### src/afps_pkg.sv
// Shared types and constants for the airbrake flight phase sequencer.
// No dependencies; used by every module of the block by scoped names.
`timescale 1ns / 1ps
`default_nettype none

package afps_pkg;

  localparam int unsigned PCT_W   = 7;
  localparam int unsigned PULSE_W = 16;
  localparam int unsigned PROD_W  = 23;

  // event kinds
  localparam logic [1:0] EV_TICK   = 2'd0;
  localparam logic [1:0] EV_ONOFF  = 2'd1;
  localparam logic [1:0] EV_ANALOG = 2'd2;

  // actuator ids
  localparam logic [2:0] ACT_CHARGER  = 3'd0;
  localparam logic [2:0] ACT_INJECTOR = 3'd1;
  localparam logic [2:0] ACT_SERVO    = 3'd2;
  localparam logic [2:0] ACT_DEBUG    = 3'd3;

  // flight phases
  localparam logic [1:0] PH_PRE     = 2'd0;
  localparam logic [1:0] PH_BOOST   = 2'd1;
  localparam logic [1:0] PH_COAST   = 2'd2;
  localparam logic [1:0] PH_DESCENT = 2'd3;

  // configuration register indexes
  localparam logic [2:0] CFG_BOOST_LEN = 3'd0;
  localparam logic [2:0] CFG_COAST_LEN = 3'd1;
  localparam logic [2:0] CFG_MOTOR_ACT = 3'd2;
  localparam logic [2:0] CFG_MIN_PULSE = 3'd3;
  localparam logic [2:0] CFG_MAX_PULSE = 3'd4;

  localparam logic [31:0] BOOST_LEN_RST = 32'd1000;
  localparam logic [31:0] COAST_LEN_RST = 32'd2000000;
  localparam logic [15:0] MOTOR_ACT_RST = 16'd500;
  localparam logic [15:0] MIN_PULSE_RST = 16'd500;
  localparam logic [15:0] MAX_PULSE_RST = 16'd2500;
  localparam logic [32:0] COAST_END_RST = 33'd2001000;

  localparam logic [7:0]       CMD_ON      = 8'd1;
  localparam logic [7:0]       CMD_OFF     = 8'd0;
  localparam logic [7:0]       CMD_INVALID = 8'd255;
  localparam logic [7:0]       PCT_MAX8    = 8'd100;
  localparam logic [PCT_W-1:0] PCT_MAX     = 7'd100;

  // floor(p / 100) = (p * RECIP_100) >> RECIP_SHIFT, exact for p < 2**23
  localparam logic [23:0]  RECIP_100   = 24'd10737419;
  localparam int unsigned  RECIP_SHIFT = 30;

  typedef struct packed {
    logic [1:0]       phase;
    logic             servo_pwr;
    logic [PCT_W-1:0] ext;
    logic             charger_on;
    logic             debug_armed;
  } status_t;

endpackage

`default_nettype wire

### src/afps_state.sv
// Flight phase state and event decode: applies one event per load strobe.
// The state registers double as the pipeline stage after the input register. Uses afps_pkg.
`timescale 1ns / 1ps
`default_nettype none

module afps_state #(
  parameter int unsigned TIMER_WIDTH = 32
) (
  input  wire logic                 clk,
  input  wire logic                 rst_n,
  input  wire logic                 load,
  input  wire logic [1:0]           action,
  input  wire logic [2:0]           actuator,
  input  wire logic [7:0]           cmd_value,
  input  wire logic [31:0]          boost_len,
  input  wire logic [32:0]          coast_end,
  input  wire logic [15:0]          motor_act,
  output afps_pkg::status_t         status
);

  logic [TIMER_WIDTH-1:0]       since_inj_r, since_inj_nxt;
  logic [TIMER_WIDTH-1:0]       since_act_r, since_act_nxt;
  logic [1:0]                   phase_r, phase_nxt;
  logic                         motor_r, motor_nxt;
  logic [afps_pkg::PCT_W-1:0]   ext_r, ext_nxt;
  logic                         dbg_en_r, dbg_en_nxt;
  logic [afps_pkg::PCT_W-1:0]   dbg_ext_r, dbg_ext_nxt;
  logic                         chg_r, chg_nxt;
  logic [afps_pkg::PCT_W-1:0]   pct;

  assign pct = (cmd_value > afps_pkg::PCT_MAX8) ? afps_pkg::PCT_MAX
                                                : cmd_value[afps_pkg::PCT_W-1:0];

  always_comb begin
    since_inj_nxt = since_inj_r;
    since_act_nxt = since_act_r;
    phase_nxt     = phase_r;
    motor_nxt     = motor_r;
    ext_nxt       = ext_r;
    dbg_en_nxt    = dbg_en_r;
    dbg_ext_nxt   = dbg_ext_r;
    chg_nxt       = chg_r;
    case (action)
      afps_pkg::EV_TICK: begin
        since_inj_nxt = since_inj_r + 1'b1;
        since_act_nxt = since_act_r + 1'b1;
        if (phase_nxt == afps_pkg::PH_BOOST &&
            33'(since_inj_nxt) > 33'(boost_len)) begin
          phase_nxt = afps_pkg::PH_COAST;
          motor_nxt = 1'b1;
        end
        if (phase_nxt == afps_pkg::PH_COAST && 33'(since_inj_nxt) > coast_end) begin
          phase_nxt     = afps_pkg::PH_DESCENT;
          motor_nxt     = 1'b1;
          ext_nxt       = '0;
          since_act_nxt = '0;
        end
        if ((phase_nxt == afps_pkg::PH_PRE || phase_nxt == afps_pkg::PH_DESCENT) &&
            33'(since_act_nxt) > 33'(motor_act)) begin
          motor_nxt = 1'b0;
          ext_nxt   = '0;
        end
      end
      afps_pkg::EV_ONOFF: begin
        if (actuator == afps_pkg::ACT_CHARGER) begin
          if (cmd_value == afps_pkg::CMD_ON) begin
            chg_nxt = 1'b1;
          end else if (cmd_value == afps_pkg::CMD_OFF) begin
            chg_nxt = 1'b0;
          end
        end else if (actuator == afps_pkg::ACT_INJECTOR &&
                     cmd_value == afps_pkg::CMD_ON) begin
          since_inj_nxt = '0;
          phase_nxt     = afps_pkg::PH_BOOST;
        end
      end
      afps_pkg::EV_ANALOG: begin
        if (cmd_value != afps_pkg::CMD_INVALID) begin
          if (actuator == afps_pkg::ACT_SERVO) begin
            if (phase_r == afps_pkg::PH_COAST ||
                (dbg_en_r && dbg_ext_r == pct && phase_r == afps_pkg::PH_PRE)) begin
              since_act_nxt = '0;
              ext_nxt       = pct;
              motor_nxt     = 1'b1;
            end
          end else if (actuator == afps_pkg::ACT_DEBUG) begin
            dbg_ext_nxt = pct;
            dbg_en_nxt  = 1'b1;
          end
        end
      end
      default: begin
      end
    endcase
  end

  always_ff @(posedge clk) begin
    if (!rst_n) begin
      since_inj_r <= '0;
      since_act_r <= '0;
      phase_r     <= afps_pkg::PH_PRE;
      motor_r     <= 1'b0;
      ext_r       <= '0;
      dbg_en_r    <= 1'b0;
      dbg_ext_r   <= '0;
      chg_r       <= 1'b0;
    end else if (load) begin
      since_inj_r <= since_inj_nxt;
      since_act_r <= since_act_nxt;
      phase_r     <= phase_nxt;
      motor_r     <= motor_nxt;
      ext_r       <= ext_nxt;
      dbg_en_r    <= dbg_en_nxt;
      dbg_ext_r   <= dbg_ext_nxt;
      chg_r       <= chg_nxt;
    end
  end

  assign status.phase       = phase_r;
  assign status.servo_pwr   = motor_r;
  assign status.ext         = ext_r;
  assign status.charger_on  = chg_r;
  assign status.debug_armed = dbg_en_r;

endmodule

`default_nettype wire

### src/afps_pulse.sv
// Servo pulse width pipeline: extension times span, then divide by 100
// via reciprocal multiply; min_pulse +/- it into result reg. Uses afps_pkg.
`timescale 1ns / 1ps
`default_nettype none

module afps_pulse (
  input  wire logic                  clk,
  input  wire logic                  load_mul,
  input  wire logic                  load_out,
  input  wire afps_pkg::status_t     status_in,
  input  wire logic [15:0]           min_pulse,
  input  wire logic [15:0]           max_pulse,
  output afps_pkg::status_t          status_out,
  output logic [15:0]                pulse_out
);

  afps_pkg::status_t                  mul_status_r;
  logic [afps_pkg::PROD_W-1:0]        prod_r;
  afps_pkg::status_t                  out_status_r;
  logic [15:0]                        pulse_r;
  logic                               neg;
  logic [15:0]                        span;
  logic [46:0]                        scaled;
  logic [15:0]                        quot;

  assign neg  = max_pulse < min_pulse;
  assign span = neg ? (min_pulse - max_pulse) : (max_pulse - min_pulse);

  always_ff @(posedge clk) begin
    if (load_mul) begin
      mul_status_r <= status_in;
      prod_r       <= afps_pkg::PROD_W'(status_in.ext) * afps_pkg::PROD_W'(span);
    end
  end

  assign scaled = 47'(prod_r) * 47'(afps_pkg::RECIP_100);
  assign quot   = scaled[afps_pkg::RECIP_SHIFT +: 16];

  always_ff @(posedge clk) begin
    if (load_out) begin
      out_status_r <= mul_status_r;
      pulse_r      <= neg ? (min_pulse - quot) : (min_pulse + quot);
    end
  end

  assign status_out = out_status_r;
  assign pulse_out  = pulse_r;

endmodule

`default_nettype wire

### src/airbrake_flight_phase_sequencer.sv
// Airbrake flight phase sequencer, top level: ports, config registers, flow control.
// Stages: input register, phase state registers, product register, result register.
// Throughput: one request per cycle; a stalled result holds the pipe back stage by stage.
// Reset (rst_n, synchronous): phase pre-flight, timers and flags zero, config defaults.
// Depends on afps_pkg, afps_state and afps_pulse.
`timescale 1ns / 1ps
`default_nettype none

module airbrake_flight_phase_sequencer #(
  parameter int unsigned TIMER_WIDTH = 32
) (
  input  wire logic        clk,
  input  wire logic        rst_n,
  input  wire logic        in_tvalid,
  output logic             in_tready,
  input  wire logic [15:0] in_tdata,   // actuator[2:0], cmd_value[10:3], zero[15:11]
  input  wire logic [1:0]  in_tuser,   // action[1:0]
  output logic             out_tvalid,
  input  wire logic        out_tready,
  output logic [31:0]      out_tdata,  // phase[1:0], servo_pwr[2], extension_pct[9:3],
                                       // pulse_width_us[25:10], charger_on[26],
                                       // debug_armed[27], zero[31:28]
  input  wire logic        cfg_we,
  input  wire logic [2:0]  cfg_addr,
  input  wire logic [31:0] cfg_wdata
);

  logic [31:0] boost_len_r;
  logic [31:0] coast_len_r;
  logic [15:0] motor_act_r;
  logic [15:0] min_pulse_r;
  logic [15:0] max_pulse_r;
  logic [32:0] coast_end_r;

  logic        in_vld_r;
  logic [1:0]  action_r;
  logic [2:0]  actuator_r;
  logic [7:0]  cmd_value_r;
  logic        st_vld_r, mul_vld_r, out_vld_r;
  logic        ld_out, ld_mul, ld_st, in_acc;

  afps_pkg::status_t st_status;
  afps_pkg::status_t out_status;
  logic [15:0]       out_pulse;

  always_ff @(posedge clk) begin
    if (!rst_n) begin
      boost_len_r <= afps_pkg::BOOST_LEN_RST;
      coast_len_r <= afps_pkg::COAST_LEN_RST;
      motor_act_r <= afps_pkg::MOTOR_ACT_RST;
      min_pulse_r <= afps_pkg::MIN_PULSE_RST;
      max_pulse_r <= afps_pkg::MAX_PULSE_RST;
      coast_end_r <= afps_pkg::COAST_END_RST;
    end else begin
      if (cfg_we) begin
        unique case (cfg_addr)
          afps_pkg::CFG_BOOST_LEN: boost_len_r <= cfg_wdata;
          afps_pkg::CFG_COAST_LEN: coast_len_r <= cfg_wdata;
          afps_pkg::CFG_MOTOR_ACT: motor_act_r <= cfg_wdata[15:0];
          afps_pkg::CFG_MIN_PULSE: min_pulse_r <= cfg_wdata[15:0];
          afps_pkg::CFG_MAX_PULSE: max_pulse_r <= cfg_wdata[15:0];
          default: begin
          end
        endcase
      end
      coast_end_r <= 33'(boost_len_r) + 33'(coast_len_r);
    end
  end

  // advance each stage when the next one is empty or moving on
  assign ld_out    = mul_vld_r && (!out_vld_r || out_tready);
  assign ld_mul    = st_vld_r && (!mul_vld_r || ld_out);
  assign ld_st     = in_vld_r && (!st_vld_r || ld_mul);
  assign in_tready = !in_vld_r || ld_st;
  assign in_acc    = in_tvalid && in_tready;

  always_ff @(posedge clk) begin
    if (!rst_n) begin
      in_vld_r  <= 1'b0;
      st_vld_r  <= 1'b0;
      mul_vld_r <= 1'b0;
      out_vld_r <= 1'b0;
    end else begin
      in_vld_r  <= in_acc || (in_vld_r && !ld_st);
      st_vld_r  <= ld_st || (st_vld_r && !ld_mul);
      mul_vld_r <= ld_mul || (mul_vld_r && !ld_out);
      out_vld_r <= ld_out || (out_vld_r && !out_tready);
    end
  end

  always_ff @(posedge clk) begin
    if (in_acc) begin
      action_r    <= in_tuser;
      actuator_r  <= in_tdata[2:0];
      cmd_value_r <= in_tdata[10:3];
    end
  end

  afps_state #(
    .TIMER_WIDTH (TIMER_WIDTH)
  ) u_state (
    .clk       (clk),
    .rst_n     (rst_n),
    .load      (ld_st),
    .action    (action_r),
    .actuator  (actuator_r),
    .cmd_value (cmd_value_r),
    .boost_len (boost_len_r),
    .coast_end (coast_end_r),
    .motor_act (motor_act_r),
    .status    (st_status)
  );

  afps_pulse u_pulse (
    .clk        (clk),
    .load_mul   (ld_mul),
    .load_out   (ld_out),
    .status_in  (st_status),
    .min_pulse  (min_pulse_r),
    .max_pulse  (max_pulse_r),
    .status_out (out_status),
    .pulse_out  (out_pulse)
  );

  assign out_tvalid = out_vld_r;
  assign out_tdata  = {4'b0000, out_status.debug_armed, out_status.charger_on, out_pulse,
                       out_status.ext, out_status.servo_pwr, out_status.phase};

endmodule

`default_nettype wire

### config.mk
export PLATFORM = sky130hd
export DESIGN_NAME = airbrake_flight_phase_sequencer
export DESIGN_NICKNAME = d
export VERILOG_FILES = /design/src/afps_pkg.sv /design/src/afps_state.sv /design/src/afps_pulse.sv /design/src/airbrake_flight_phase_sequencer.sv
export SDC_FILE = /design/constraint.sdc
export NUM_CORES = 2
export LEC_CHECK = 0
export ABC_AREA = 0
export BUFFER_PORTS_ARGS = -buffer_cell sky130_fd_sc_hd__buf_2
export CAP_MARGIN = 20
export CORE_UTILIZATION = 60
export DETAILED_ROUTE_END_ITERATION = 8
export PLACE_DENSITY = 0.79
export SLEW_MARGIN = 20
export SYNTH_ARGS = -nofsm -noshare
export SYNTH_HDL_FRONTEND = slang
export SYNTH_SLANG_ARGS = --single-unit
### constraint.sdc
create_clock -name clk -period 17.9 [get_ports clk]
set_input_delay 1.79 -clock clk [delete_from_list [all_inputs] [get_ports clk]]
set_output_delay 1.79 -clock clk [all_outputs]
set_load 0.01 [all_outputs]
==> results by group <==
Min path
  • HP Class: register to register
  • Hold_sp: u_pulse.mul_status_r[6]

Setup path
  • Crit path to: u_pulse.pulse_out[14]
  • CP max FO: 6
  • Buf/Inv on CP: 6
  • Reg2Reg Launch Point: u_pulse.prod_r[14]
  • CP delay by family, top: adder cells
  • Most numerous cell on the critical path: fa_1
  • Worst Path Required: between 15 and 20 ns
  • FF-to-FF End: u_pulse.pulse_out[14]
  • Data arrival, critical path: approximately 11 ns
  • CP peak stage delay: 0.67 ns
  • Critical path depth: 37
  • CP Capture Type: register
  • R2r worst-path depth: 37
  • R2R setup slack: ~7.5 ns
  • Slowest CP cell: edfxtp_1
  • Startpoint type of the worst setup path: register
  • Worst setup path category: register to register
  • Worst Setup SP: u_pulse.prod_r[14]

Global route
  • Initial antenna violation count: 4
  • First-pass GRT wire length: around 120000 um
  • Total track usage: 0.287
  • Vias in the first global route: approximately 23000
  • Largest net degree at the start of global routing: approximately 90
  • GRT Residual Overflow: 0

Clocking
  • Worst-path clk slew: about 0.06 ns
  • Clock root cell: clkbuf_16
  • Post-CTS setup buffers: 0
  • CTS max path bufs: 3
  • Clk Latency, worst-skew pair: 0.56 ns
  • CTS tree: yes
  • H-tree Lvls: 2
  • Inserted Clock Buffers: 37
  • CTS Hold Buffers Added: 0
  • CTS sink cnt: ~310
  • CTS-repair resized insts: 0

Timing
  • Fmax achieved: 0.0957 GHz
  • Slew Viols, Final: 0
  • Setup_tns: 0 ns
  • Final clock period utilization by the worst path: 0.584
  • Final hold vios: 0
  • Setup Skew: 0.0176 ns
  • Min Tclk post-route: approximately 10 ns
  • Final worst slack: around 7.5 ns
  • Final setup vio count: 0
  • Slew @ Worst Pin: roughly 1.1 ns
  • Slew margin rel.: 0.287
  • RSZ-0062 raised after global routing: false

Synthesis
  • Yosys cell types: 87
  • FF+latch count, synth: 308
  • Post-synthesis simple-gate area fraction: 0.143
  • Post-synthesis adder-cell area fraction: 0.360
  • Number of flops mapped to enable cells by yosys: 76
  • Yosys warns: 0
  • Synthesized area per cell: approximately 9 sq um
  • Ys async rst share: 0
  • Cells after Synth: between 3000 and 4000
  • Multiplexer share of the synthesized area: 0.00887
  • Largest family of logic cells by synthesized area: adder cells
  • Synth Area in Compound Gates: 0.132
  • Synthesized cell area: around 30000 sq um
  • XOR/XNOR Fraction of Synth Area: 0.0447
  • Post-synthesis sequential area ratio: 0.229
  • Top_reg_cell synth: dfxtp_1

Drt
  • WL met2: ~35000 um
  • Detail Route Antenna Nets: 0
  • Detailed-route wire length per cell: roughly 17 um
  • Vias per cell: 5.65
  • Wl on met1: 29700 um
  • DRT Pass-1 Iters: 7
  • Vias: between 20000 and 25000
  • Top layer in use: met4
  • Starting DRT DRC Count: between 1000 and 1500
  • WL final: between 70000 and 80000 um
  • Remaining DRCs: 0
  • Routed wl met3: 3440 um

Placement
  • Dpl ws: around 7.5 ns
  • Final GP Congestion: ~0.94
  • Detail Placement HPWL: 55600 um
  • PortBufs: 82

Floorplanning
  • Row count: 81
  • Core Box Area: roughly 49000 sq um
  • Die X: 226 um
  • Full die area: slightly above 50000 sq um
  • Io pins: roughly 90
  • Starting Density: 0.613
  • Die H: around 230 um

Power and ir drop
  • Worst vdd ir: 0.0901 mV
  • P per Cell Area: 88.6 nW/um^2
  • Leak: 15.6 nW

Outcome
  • Status: complete, no violations

Final layout
  • Most common cell after layout, fill and taps aside: inv_1
  • Layout cells sized above 1: 0.0614
  • Fin nets: 4192
  • Commonest non-fill, non-tap cells in the layout: inv_1, ha_1, nand2_1, fa_1, a21oi_1
  • P&R area growth vs syn: 7.21%

Job
  • Maximum Capacitance Violations: 0
-- worst min-delay path by stage --
stage / end / slack [ns] / cells after the start
4_1_cts: u_pulse.status_out[6] / 0.41 / 0
3_3_place_gp: u_pulse.status_out[1] / 0.40 / 0
6_report: u_pulse.status_out[6] / 0.42 / 0
3_5_place_dp: u_pulse.status_out[6] / 0.41 / 0
2_1_floorplan: u_pulse.status_out[0] / 0.40 / 0
5_1_grt: u_pulse.status_out[6] / 0.42 / 0
-- synthesized netlist by cell type (53+ instances only) --
master	n	area, sq um
nand2_1	397	1490
edfxtp_1	76	2280
fa_1	266	5330
clkbuf_1	88	330
xor2_1	53	464
nand3_1	77	385
dfxtp_1	232	4640
o21ai_0	109	546
ha_1	443	5540
nor2_1	160	601
a21o_1	75	563
inv_1	538	2020
xnor2_1	101	885
a21oi_1	240	1200
-- registers in the layout, indices dropped and copies added (netlist names), 8 cells and up --
register	flops
boost_len_r	32
cmd_value_r	8
coast_end_r	33
coast_len_r	32
max_pulse_r	16
min_pulse_r	16
motor_act_r	16
u_pulse.mul_status_r	12
u_pulse.prod_r	23
u_pulse.pulse_out	16
u_pulse.status_out	12
u_state.since_act_r	32
u_state.since_inj_r	32
-- report_power, final --
group	switching, mW	leakage [nW]	total (mW)	internal [mW]
clock network	0.312	0.627	0.769	0.457
registers	0.0175	2.61	0.793	0.775
logic	0.768	12.4	1.31	0.539
total	1.10	15.6	2.87	1.77
-- through the flow --
stage / total power [mW] / hold slack [ns] / area [sq um] / utilization / instances
5_1_grt: 3.09 / 0.424 / 32400 / 0.657 / 4118
4_1_cts: 2.88 / 0.414 / 32300 / 0.656 / 4115
6_report: 2.87 / 0.420 / 32400 / 0.657 / 4119
3_5_place_dp: 2.10 / 0.405 / 31100 / 0.631 / 4049
2_1_floorplan: 1.78 / 0.400 / 30200 / - / 3404
3_3_place_gp: 2.07 / 0.403 / 31100 / 0.631 / 4049
-- layout make-up --
| cell class | count | area [sq um] |
|---|---|---|
| diodes | 3 | 7.51 |
| clock buffers | 48 | 1080 |
| clock inverters | 18 | 159 |
| fillers | 4044 | 16900 |
| inverters | 539 | 2030 |
| multi-input cells | 2445 | 20800 |
| flip-flops and latches | 308 | 6930 |
| well taps | 664 | 831 |
| repair buffers | 94 | 513 |
-- kinds of logic (layout without fill, tap and decap cells) --
| logic type | after synthesis | count (layout) |
|---|---|---|
| multiplexers | 26 | 26 |
| other | 1 | 7 |
| AO/OA/AOI/OAI | 635 | 635 |
| buffers and inverters | 651 | 699 |
| flip-flops | 308 | 308 |
| adder cells (fa/ha/maj) | 709 | 709 |
| XOR/XNOR | 154 | 154 |
| AND/OR/NAND/NOR | 917 | 917 |
-- routing by layer --
| layer | vias up | track usage |
|---|---|---|
| li1 | 11400 | - |
| met1 | 11100 | 0.351 |
| met2 | 568 | 0.497 |
| met3 | 192 | 0.0442 |
| met4 | 0 | 0.133 |
| met5 | - | 0 |
Note: power is estimated with default switching activity, not from simulation.
